[src/sv/gds_pkg.sv]
`timescale 1ns / 1ps
// ----------------------------------------------------------------------------
// gds_pkg
// Types, codes and calendar helpers shared by the date stepper modules.
// ----------------------------------------------------------------------------
package gds_pkg;

    // field widths
    localparam int YEAR_W  = 14;
    localparam int MONTH_W = 4;
    localparam int DAY_W   = 5;
    localparam int COUNT_W = 23;
    localparam int CODE_W  = 2;

    // calendar limits
    localparam logic [YEAR_W-1:0]  YEAR_MIN  = YEAR_W'(1900);
    localparam logic [YEAR_W-1:0]  YEAR_MAX  = YEAR_W'(9999);
    localparam logic [MONTH_W-1:0] MONTH_JAN = MONTH_W'(1);
    localparam logic [MONTH_W-1:0] MONTH_FEB = MONTH_W'(2);
    localparam logic [MONTH_W-1:0] MONTH_DEC = MONTH_W'(12);
    localparam logic [DAY_W-1:0]   DAY_FIRST = DAY_W'(1);
    localparam logic [DAY_W-1:0]   DAY_DEC31 = DAY_W'(31);

    // year / 100 by reciprocal: (y * 5243) >> 19 is exact for 14-bit years
    localparam int                 QUOT_MUL_W = 13;
    localparam logic [QUOT_MUL_W-1:0] QUOT_MUL = QUOT_MUL_W'(5243);
    localparam int                 QUOT_SHIFT = 19;
    localparam int                 QUOT_W     = 8;
    localparam int                 PROD_W     = YEAR_W + QUOT_MUL_W;

    // operation modes
    typedef enum logic [CODE_W-1:0] {
        MODE_LOAD    = 2'd0,
        MODE_ADD     = 2'd1,
        MODE_COMPARE = 2'd2,
        MODE_NONE    = 2'd3
    } t_mode;

    // result status codes
    localparam logic [CODE_W-1:0] STATUS_OK      = 2'd0;
    localparam logic [CODE_W-1:0] STATUS_INVALID = 2'd1;
    localparam logic [CODE_W-1:0] STATUS_UPPER   = 2'd2;
    localparam logic [CODE_W-1:0] STATUS_LOWER   = 2'd3;

    // compare results
    localparam logic [CODE_W-1:0] ORDER_EARLIER = 2'd0;
    localparam logic [CODE_W-1:0] ORDER_EQUAL   = 2'd1;
    localparam logic [CODE_W-1:0] ORDER_LATER   = 2'd2;

    // controller states
    typedef enum logic [2:0] {
        ST_IDLE,
        ST_PREP,
        ST_EXEC,
        ST_WALK,
        ST_DONE
    } t_state;

    // controller to datapath
    typedef struct packed {
        logic              capture;
        logic              commit;
        logic              step;
        logic              set_status;
        logic [CODE_W-1:0] status_code;
        logic              set_order;
    } t_dp_cmd;

    // datapath to controller
    typedef struct packed {
        t_mode mode;
        logic  load_ok;
        logic  cnt_zero;
        logic  blocked_hi;
        logic  blocked_lo;
    } t_dp_stat;

    // days in a month; out-of-range months read as 31
    function automatic logic [DAY_W-1:0] month_len(input logic [MONTH_W-1:0] m,
                                                   input logic leap);
        logic [DAY_W-1:0] len;
        case (m)
            4'd4, 4'd6, 4'd9, 4'd11: len = DAY_W'(30);
            4'd2:                    len = leap ? DAY_W'(29) : DAY_W'(28);
            default:                 len = DAY_W'(31);
        endcase
        return len;
    endfunction

endpackage

[src/sv/gds_ctrl.sv]
`timescale 1ns / 1ps
// ----------------------------------------------------------------------------
// gds_ctrl
// Sequencer for load, day walk and compare; drives the datapath commands.
// ----------------------------------------------------------------------------
module gds_ctrl (
    input  logic              i_clk,
    input  logic              i_rst_n,
    input  logic              start,
    input  gds_pkg::t_dp_stat i_stat,
    output gds_pkg::t_dp_cmd  o_cmd,
    output logic              busy,
    output logic              o_done
);
    import gds_pkg::*;

    t_state r_state;
    t_state n_state;

    // state register
    always_ff @(posedge i_clk) begin
        if (!i_rst_n) begin
            r_state <= ST_IDLE;
        end else begin
            r_state <= n_state;
        end
    end

    // next state
    always_comb begin
        n_state = r_state;
        unique case (r_state)
            ST_IDLE: begin
                if (start) begin
                    n_state = ST_PREP;
                end
            end
            ST_PREP: begin
                n_state = ST_EXEC;
            end
            ST_EXEC: begin
                if (i_stat.mode == MODE_ADD) begin
                    n_state = ST_WALK;
                end else begin
                    n_state = ST_DONE;
                end
            end
            ST_WALK: begin
                if (i_stat.cnt_zero || i_stat.blocked_hi || i_stat.blocked_lo) begin
                    n_state = ST_DONE;
                end
            end
            ST_DONE: begin
                n_state = ST_IDLE;
            end
        endcase
    end

    // command outputs
    always_comb begin
        o_cmd = '0;
        unique case (r_state)
            ST_IDLE: begin
                o_cmd.capture = start;
            end
            ST_PREP: begin
            end
            ST_EXEC: begin
                unique case (i_stat.mode)
                    MODE_LOAD: begin
                        if (i_stat.load_ok) begin
                            o_cmd.commit = 1'b1;
                        end else begin
                            o_cmd.set_status  = 1'b1;
                            o_cmd.status_code = STATUS_INVALID;
                        end
                    end
                    MODE_COMPARE: begin
                        o_cmd.set_order = 1'b1;
                    end
                    MODE_ADD, MODE_NONE: begin
                    end
                endcase
            end
            ST_WALK: begin
                priority if (i_stat.cnt_zero) begin
                    o_cmd.commit = 1'b1;
                end else if (i_stat.blocked_hi) begin
                    o_cmd.set_status  = 1'b1;
                    o_cmd.status_code = STATUS_UPPER;
                end else if (i_stat.blocked_lo) begin
                    o_cmd.set_status  = 1'b1;
                    o_cmd.status_code = STATUS_LOWER;
                end else begin
                    o_cmd.step = 1'b1;
                end
            end
            ST_DONE: begin
            end
        endcase
    end

    assign busy   = (r_state != ST_IDLE);
    assign o_done = (r_state == ST_DONE);

endmodule

[src/sv/gds_datapath.sv]
`timescale 1ns / 1ps
// ----------------------------------------------------------------------------
// gds_datapath
// Stored date, working date, leap-year unit, one-day stepper and compare.
// ----------------------------------------------------------------------------
module gds_datapath (
    input  logic                         i_clk,
    input  logic                         i_rst_n,
    input  gds_pkg::t_dp_cmd             i_cmd,
    input  logic [1:0]                   i_mode,
    input  logic [gds_pkg::YEAR_W-1:0]   i_in_year,
    input  logic [gds_pkg::MONTH_W-1:0]  i_in_month,
    input  logic [gds_pkg::DAY_W-1:0]    i_in_day,
    input  logic [gds_pkg::COUNT_W-1:0]  i_day_count,
    output gds_pkg::t_dp_stat            o_stat,
    output logic [gds_pkg::YEAR_W-1:0]   o_out_year,
    output logic [gds_pkg::MONTH_W-1:0]  o_out_month,
    output logic [gds_pkg::DAY_W-1:0]    o_out_day,
    output logic [gds_pkg::CODE_W-1:0]   o_status,
    output logic [gds_pkg::CODE_W-1:0]   o_order
);
    import gds_pkg::*;

    // stored date
    logic [YEAR_W-1:0]  r_cur_y;
    logic [MONTH_W-1:0] r_cur_m;
    logic [DAY_W-1:0]   r_cur_d;
    // working date
    logic [YEAR_W-1:0]  r_wy;
    logic [MONTH_W-1:0] r_wm;
    logic [DAY_W-1:0]   r_wd;
    logic [YEAR_W-1:0]  n_wy;
    logic [MONTH_W-1:0] n_wm;
    logic [DAY_W-1:0]   n_wd;
    // walk control
    logic [COUNT_W-1:0] r_cnt;
    logic               r_back;
    t_mode              r_mode;
    logic [CODE_W-1:0]  r_status;
    logic [CODE_W-1:0]  r_order;
    // leap unit
    logic [QUOT_W-1:0]  r_q;
    logic [PROD_W-1:0]  quot_prod;
    logic [YEAR_W:0]    cent_mul;
    logic               century;
    logic               leap;
    logic [DAY_W-1:0]   cur_len;
    logic [DAY_W-1:0]   prev_len;
    logic [MONTH_W-1:0] prev_m;
    logic [COUNT_W-1:0] count_mag;
    logic [CODE_W-1:0]  cmp_order;

    // year / 100, registered; the working year is settled before the quotient is used
    assign quot_prod = PROD_W'(r_wy) * PROD_W'(QUOT_MUL);
    always_ff @(posedge i_clk) begin
        r_q <= quot_prod[QUOT_SHIFT +: QUOT_W];
    end

    // leap rule from the registered quotient; a stale quotient right after a
    // year change is harmless, the walk then sits on January 1 or December 31
    assign cent_mul = {1'b0, r_q, 6'b0} + {2'b0, r_q, 5'b0} + {5'b0, r_q, 2'b0};
    assign century  = (cent_mul == {1'b0, r_wy});
    assign leap     = (r_wy[1:0] == 2'b00) && (!century || (r_q[1:0] == 2'b00));
    assign cur_len  = month_len(r_wm, leap);
    assign prev_m   = r_wm - MONTH_W'(1);
    assign prev_len = month_len(prev_m, leap);

    // magnitude of the signed count
    assign count_mag = i_day_count[COUNT_W-1] ? (~i_day_count + COUNT_W'(1)) : i_day_count;

    // one day forward or backward
    always_comb begin
        n_wy = r_wy;
        n_wm = r_wm;
        n_wd = r_wd;
        if (!r_back) begin
            if (r_wd == cur_len) begin
                n_wd = DAY_FIRST;
                if (r_wm == MONTH_DEC) begin
                    n_wm = MONTH_JAN;
                    n_wy = r_wy + YEAR_W'(1);
                end else begin
                    n_wm = r_wm + MONTH_W'(1);
                end
            end else begin
                n_wd = r_wd + DAY_W'(1);
            end
        end else begin
            if (r_wd == DAY_FIRST) begin
                if (r_wm == MONTH_JAN) begin
                    n_wy = r_wy - YEAR_W'(1);
                    n_wm = MONTH_DEC;
                    n_wd = DAY_DEC31;
                end else begin
                    n_wm = prev_m;
                    n_wd = prev_len;
                end
            end else begin
                n_wd = r_wd - DAY_W'(1);
            end
        end
    end

    // stored date against the given one, field by field
    always_comb begin
        priority if (r_cur_y != r_wy) begin
            cmp_order = (r_cur_y < r_wy) ? ORDER_EARLIER : ORDER_LATER;
        end else if (r_cur_m != r_wm) begin
            cmp_order = (r_cur_m < r_wm) ? ORDER_EARLIER : ORDER_LATER;
        end else if (r_cur_d != r_wd) begin
            cmp_order = (r_cur_d < r_wd) ? ORDER_EARLIER : ORDER_LATER;
        end else begin
            cmp_order = ORDER_EQUAL;
        end
    end

    // working registers
    always_ff @(posedge i_clk) begin
        if (i_cmd.capture) begin
            r_mode <= t_mode'(i_mode);
            r_cnt  <= count_mag;
            r_back <= i_day_count[COUNT_W-1];
            if (t_mode'(i_mode) == MODE_ADD) begin
                r_wy <= r_cur_y;
                r_wm <= r_cur_m;
                r_wd <= r_cur_d;
            end else begin
                r_wy <= i_in_year;
                r_wm <= i_in_month;
                r_wd <= i_in_day;
            end
        end else if (i_cmd.step) begin
            r_wy  <= n_wy;
            r_wm  <= n_wm;
            r_wd  <= n_wd;
            r_cnt <= r_cnt - COUNT_W'(1);
        end
    end

    // result codes
    always_ff @(posedge i_clk) begin
        if (i_cmd.capture) begin
            r_status <= STATUS_OK;
            r_order  <= ORDER_EARLIER;
        end else begin
            if (i_cmd.set_status) begin
                r_status <= i_cmd.status_code;
            end
            if (i_cmd.set_order) begin
                r_order <= cmp_order;
            end
        end
    end

    // stored date
    always_ff @(posedge i_clk) begin
        if (!i_rst_n) begin
            r_cur_y <= YEAR_MIN;
            r_cur_m <= MONTH_JAN;
            r_cur_d <= DAY_FIRST;
        end else if (i_cmd.commit) begin
            r_cur_y <= r_wy;
            r_cur_m <= r_wm;
            r_cur_d <= r_wd;
        end
    end

    // status toward the controller
    assign o_stat.mode       = r_mode;
    assign o_stat.load_ok    = (r_wy >= YEAR_MIN) && (r_wy <= YEAR_MAX)
                             && (r_wm >= MONTH_JAN) && (r_wm <= MONTH_DEC)
                             && (r_wd >= DAY_FIRST) && (r_wd <= cur_len);
    assign o_stat.cnt_zero   = (r_cnt == '0);
    assign o_stat.blocked_hi = !r_back && (r_wy == YEAR_MAX) && (r_wm == MONTH_DEC)
                             && (r_wd == DAY_DEC31);
    assign o_stat.blocked_lo = r_back && (r_wy == YEAR_MIN) && (r_wm == MONTH_JAN)
                             && (r_wd == DAY_FIRST);

    assign o_out_year  = r_cur_y;
    assign o_out_month = r_cur_m;
    assign o_out_day   = r_cur_d;
    assign o_status    = r_status;
    assign o_order     = r_order;

endmodule

[src/sv/gregorian_date_stepper.sv]
`timescale 1ns / 1ps
// ----------------------------------------------------------------------------
// gregorian_date_stepper
// Holds one Gregorian date and loads, shifts or compares it on command.
// ----------------------------------------------------------------------------
// A command is taken when start is high and busy is low; busy stays high until
// the result word has been shown. The result appears on the o_out_* ports with
// o_done high for exactly one cycle and must be captured then, since the block
// cannot be held off. Load, compare and the unused mode go from the prep state
// through execute to done. Adding days puts a walk state before done, which
// moves the date one day per clock through the stepper until the count is used
// up; a walk that would leave 1900-01-01..9999-12-31 stops when it reaches the
// limit, and then leaves the date as it was. After reset the stored date is
// 1900-01-01.
module gregorian_date_stepper (
    input  logic                         i_clk,
    input  logic                         i_rst_n,
    input  logic                         start,
    output logic                         busy,
    input  logic [1:0]                   i_mode,
    input  logic [gds_pkg::YEAR_W-1:0]   i_in_year,
    input  logic [gds_pkg::MONTH_W-1:0]  i_in_month,
    input  logic [gds_pkg::DAY_W-1:0]    i_in_day,
    input  logic [gds_pkg::COUNT_W-1:0]  i_day_count,
    output logic                         o_done,
    output logic [gds_pkg::YEAR_W-1:0]   o_out_year,
    output logic [gds_pkg::MONTH_W-1:0]  o_out_month,
    output logic [gds_pkg::DAY_W-1:0]    o_out_day,
    output logic [gds_pkg::CODE_W-1:0]   o_status,
    output logic [gds_pkg::CODE_W-1:0]   o_order
);
    import gds_pkg::*;

    t_dp_cmd  dp_cmd;
    t_dp_stat dp_stat;

    // sequencer
    gds_ctrl u_ctrl (
        .i_clk   (i_clk),
        .i_rst_n (i_rst_n),
        .start   (start),
        .i_stat  (dp_stat),
        .o_cmd   (dp_cmd),
        .busy    (busy),
        .o_done  (o_done)
    );

    // date registers and arithmetic
    gds_datapath u_datapath (
        .i_clk       (i_clk),
        .i_rst_n     (i_rst_n),
        .i_cmd       (dp_cmd),
        .i_mode      (i_mode),
        .i_in_year   (i_in_year),
        .i_in_month  (i_in_month),
        .i_in_day    (i_in_day),
        .i_day_count (i_day_count),
        .o_stat      (dp_stat),
        .o_out_year  (o_out_year),
        .o_out_month (o_out_month),
        .o_out_day   (o_out_day),
        .o_status    (o_status),
        .o_order     (o_order)
    );

    // a result word is only shown inside a command
    a_done_busy: assert property (@(posedge i_clk) disable iff (!i_rst_n)
        o_done |-> busy)
        else $error("result strobe outside a command");

    // the stored date moves only into a result word
    a_date_hold: assert property (@(posedge i_clk) disable iff (!i_rst_n)
        ((o_out_year != $past(o_out_year)) || (o_out_month != $past(o_out_month))
         || (o_out_day != $past(o_out_day))) |-> o_done)
        else $error("stored date changed outside a result");

    // at each result the stored year and month lie in range and the day is at least 1
    a_date_range: assert property (@(posedge i_clk) disable iff (!i_rst_n)
        o_done |-> (o_out_month >= MONTH_JAN) && (o_out_month <= MONTH_DEC)
                   && (o_out_day >= DAY_FIRST) && (o_out_year >= YEAR_MIN)
                   && (o_out_year <= YEAR_MAX))
        else $error("stored date out of range");

    // a compare result of equal or later never carries an error status
    a_order_ok: assert property (@(posedge i_clk) disable iff (!i_rst_n)
        (o_done && (o_order != ORDER_EARLIER)) |-> (o_status == STATUS_OK))
        else $error("order set together with an error status");

endmodule
[config.mk]
export PLATFORM = sky130hd
export DESIGN_NAME = gregorian_date_stepper
export DESIGN_NICKNAME = d
export VERILOG_FILES = /design/src/sv/gds_pkg.sv /design/src/sv/gds_ctrl.sv /design/src/sv/gds_datapath.sv /design/src/sv/gregorian_date_stepper.sv
export SDC_FILE = /design/constraint.sdc
export NUM_CORES = 1
export LEC_CHECK = 0
export ABC_AREA = 1
export ABC_CLOCK_PERIOD_IN_PS = 6100
export BUFFER_PORTS_ARGS = -buffer_cell sky130_fd_sc_hd__buf_2
export CORE_AREA = 5 5 134 200
export CTS_CLUSTER_DIAMETER = 40
export DETAILED_ROUTE_END_ITERATION = 16
export DIE_AREA = 0 0 139 205
export PLACE_DENSITY_LB_ADDON = 0.3
export SETUP_SLACK_MARGIN = 0.15
export SYNTH_ARGS = -nofsm -noshare
export SYNTH_HDL_FRONTEND = slang
export SYNTH_SLANG_ARGS = --single-unit
[constraint.sdc]
create_clock -name i_clk -period 6.1 [get_ports i_clk]
set_clock_uncertainty 0.15 [all_clocks]
set_input_delay 0.61 -clock i_clk [delete_from_list [all_inputs] [get_ports i_clk]]
set_output_delay 0.61 -clock i_clk [all_outputs]
set_load 0.01 [all_outputs]
==> key figures <==
Timing
  • Final critical-path setup slack: 679 ps
  • F_max: 0.184 GHz
  • Final-layout worst hold slack: 295 ps
  • Final Hold Vio Count: 0
  • Count of endpoints failing setup in the final report: 0
  • Final slew viol count: 0
  • RSZ-0062 raised after global routing: false
  • Total Neg Setup Slack: 0 ps
  • Share of the clock period used by the worst path: 0.889
  • Final critical path time including I/O delays and setup: approximately 5400 ps
  • Headroom to the max-slew limit: 0.236
  • Least-Margin Pin Slew: approximately 1100 ps

Detailed routing
  • Remaining number of nets flagged by the antenna check after routing: 0
  • Drt pass-1 iters: 5
  • Average vias per placed instance: between 5 and 6
  • Total vias in the final route: about 9500
  • Mean routed wirelength per cell: 17.2 um
  • Aggregate routed wire length: about 31 mm
  • Number of DRC markers in iteration 0: 522
  • Residual DRC: 0

Yosys
  • Share of synthesized registers carrying an async set or reset: 0
  • Number of instances in the synthesized netlist: 1407
  • Yosys Warn Count: 0
  • Post-Synth XOR/XNOR Area: 0.0367
  • Multiplexer area fraction after synthesis: 0.00616
  • Mapped Area: about 11000 sq um
  • Synthesized flop and latch total: 87
  • Area share of and/or/nand/nor cells after synthesis: 0.196
  • Area fraction in compound gates after synthesis: 0.132
  • Most frequently used flop master after synthesis: edfxtp_1
  • Cell type contributing the most total cell area after synthesis: ha_1
  • Area share of the largest cell type after synthesis: 0.197
  • Number of enable-type register cells in the synthesized netlist: around 50
  • Count leader, synth: inv_1
  • Post-Syn Nets: 1700
  • Portion of the post-synthesis area used by sequential elements: 0.204
  • Top post-synthesis cells by count: inv_1 (258), nand2_1 (244), ha_1 (173), nor2_1 (115), a21oi_1 (85)
  • Fraction of the mapped netlist area in adder cells: 0.323
  • Average footprint of a synthesized cell: between 7 and 8 sq um
  • Synth area leaders: ha_1 (20%), edfxtp_1 (13%), fa_1 (13%), inv_1 (8.8%), nand2_1 (8.4%)
  • Main combinational cell family by area after synthesis: adder cells
  • Number of library cell types mapped by synthesis: 55

CTS
  • Worst-Skew Late Latency: around 360 ps
  • CTS tree: done
  • Clock Sink Count: 87
  • Quantity of gates resized following cts: 0
  • Clock buffer depth: 2
  • Clock Tree Root: clkbuf_16
  • Clock transition at the registers of the reported paths: around 70 ps
  • CTS Hold Bufs: 0
  • Number of H-tree levels: 3
  • Setup bufs post-CTS: 0
  • Cts bufs inserted: 9

Run
  • Number of max-capacitance violations reported: 0

Power and ir drop
  • Leakage power summed over all cells: 6.03 nW
  • Ratio of total power to cell area: 401 nW/um^2
  • Highest ir drop seen on vdd: about 0.00018 V
  • Overall power consumption: 0.00481 W

Critical path
  • Highest net fanout along the worst path: 14
  • Worst Setup Start Kind: register
  • Crit-path cells: inv_1, fa_1, inv_1, ha_1, inv_1, fa_1, inv_1, nand2_1, nand2_1, nand2_1, nand2_1, nand2_1, nor2_1, nand3_1, nor2_1, nand3_1, nand2_1, a22oi_1, ha_1, nand2_1, nor3_1, nor2_1, nor2_1, o21a_1
  • Crit Path Category: register to register
  • Standard cell with the maximum stage delay on the critical path: o21a_1
  • Crit. End Element: register
  • Kind of cell adding the most delay to the critical path: simple AND/OR/NAND/NOR gates
  • Buffers and inverters on the worst path: 4
  • Most common cell type on the critical path: nand2_1
  • Arrival time of the worst setup path: 5250 ps
  • Worst path required time: around 5900 ps
  • Slowest cell delay on critical path: 680 ps

Layout
  • Final net count: approximately 1800
  • Synth-to-Final Area Change: 9.49%
  • ANT cells: 0
  • Fraction of final layout cells sized beyond drive strength 1: 0.0925

GRT
  • Via count of the first global-routing pass: between 9000 and 10000
  • Global-route wire length before repair: between 40 and 50 mm
  • Overflow left after global routing: 0
  • Pin count of the biggest net entering global routing: 60
  • Fraction of met3 tracks used by global routing: 0.0332
  • GR met2 Demand/Resource: 0.430
  • Total track usage: 0.218
  • Global-route met1 utilization: 0.225
  • Antenna violations before repair: 0
  • GR peak layer: met2

Placement
  • RD Place Congestion: about 0.96
  • Count of buffers inserted at the top-level ports: 79
  • Final HPWL from detailed placement: approximately 25 mm
  • Placement-stage worst setup slack: roughly 770 ps

Die
  • Height of the die: approximately 200 um
  • Boundary pin count: 80
  • Core Footprint: approximately 25000 sq um
  • Standard-cell row count: just over 70
  • Starting utilization of the core area: 0.441
  • Area enclosed by the die boundary: around 28000 sq um
  • Horiz. Die Dim: 139 um

Worst hold path
  • Worst min-delay path class: input pin to register

Run status
  • Status: finished, final reports clean
## layer usage
metal / vias up / wire length (um)
li1: 4783 / -
met1: 4471 / 11700
met2: 218 / 16900
met3: 75 / 1130
met4: 0 / 1310
met5: - / 0
## kinds of logic after synthesis
logic type	count (synthesis)
compound gates	243
xor+xnor	46
fa+ha+maj	242
buf+inv	288
flops	87
mux	6
simple gates	495
## path summary, 6_finish.rpt
path / start / end / slack, ps / cells after the start
setup / recovery: u_datapath.r_q[0] / u_datapath.r_wy[2] / 680 / 24
hold / removal: i_mode[1] / u_datapath.r_mode[1] / 290 / 1
setup reg to reg: u_datapath.r_q[0] / u_datapath.r_wy[2] / 680 / 24
hold reg to reg: u_datapath.o_status[1] / u_datapath.o_status[1] / 340 / 2
## layout make-up
type	count	area, sq um
Timing Repair Buffer	84	433
Sequential cell	87	2230
Multi-Input combinational cell	1032	7610
Tap cell	328	410
Clock buffer	11	253
Clock inverter	5	86.3
Fill cell	2507	12900
Inverter	262	983
## sequential cells by signal, summed over array words and instances (netlist names)
signal and count:
u_ctrl.r_state 3, u_datapath.o_order 2, u_datapath.o_out_day 5, u_datapath.o_out_month 4
u_datapath.o_out_year 14, u_datapath.o_status 2, u_datapath.r_back 1, u_datapath.r_cnt 23
u_datapath.r_mode 2, u_datapath.r_q 8, u_datapath.r_wd 5, u_datapath.r_wm 4
u_datapath.r_wy 14
## worst register-to-register path: stages, from the launching register on
cell and delay, ps:
dfxtp_1 410, inv_1 130, fa_1 480, inv_1 70, ha_1 190, inv_1 60, fa_1 400, inv_1 90
nand2_1 150, nand2_1 100, nand2_1 50, nand2_1 60, nand2_1 50, nor2_1 250, nand3_1 170, nor2_1 110
nand3_1 160, nand2_1 110, a22oi_1 70, ha_1 290, nand2_1 70, nor3_1 260, nor2_1 80, nor2_1 420
o21a_1 680
## layout by cell type (no fill, tap or decap), types with 14 or more instances in the layout
cell,netlist,layout
fa_1,69,69
nor2_1,115,115
buf_2,5,79
o21ai_0,78,78
nor3_1,23,23
edfxtp_1,49,49
nand4_1,16,16
xnor2_1,14,14
xor2_1,32,32
inv_1,258,258
a21oi_1,85,85
dfxtp_1,38,38
nand2_1,244,244
nand3_1,69,69
ha_1,173,173
## metrics by stage
| stage | cell area [sq um] | cells | utilization |
|---|---|---|---|
| finish | 12000 | 1809 | 0.483 |
| global route | 12000 | 1809 | 0.483 |
| global placement | 11700 | 1793 | 0.469 |
| floorplan | 11000 | 1407 | - |
| CTS | 12000 | 1809 | 0.483 |
| detailed placement | 11700 | 1793 | 0.469 |
## report_power, final
group	switching, W	internal (W)
clock network	0.000268	0.000386
registers	0.000147	0.000773
logic	0.00202	0.00122
total	0.00244	0.00238
No activity file was read; power rests on OpenSTA's default activity.
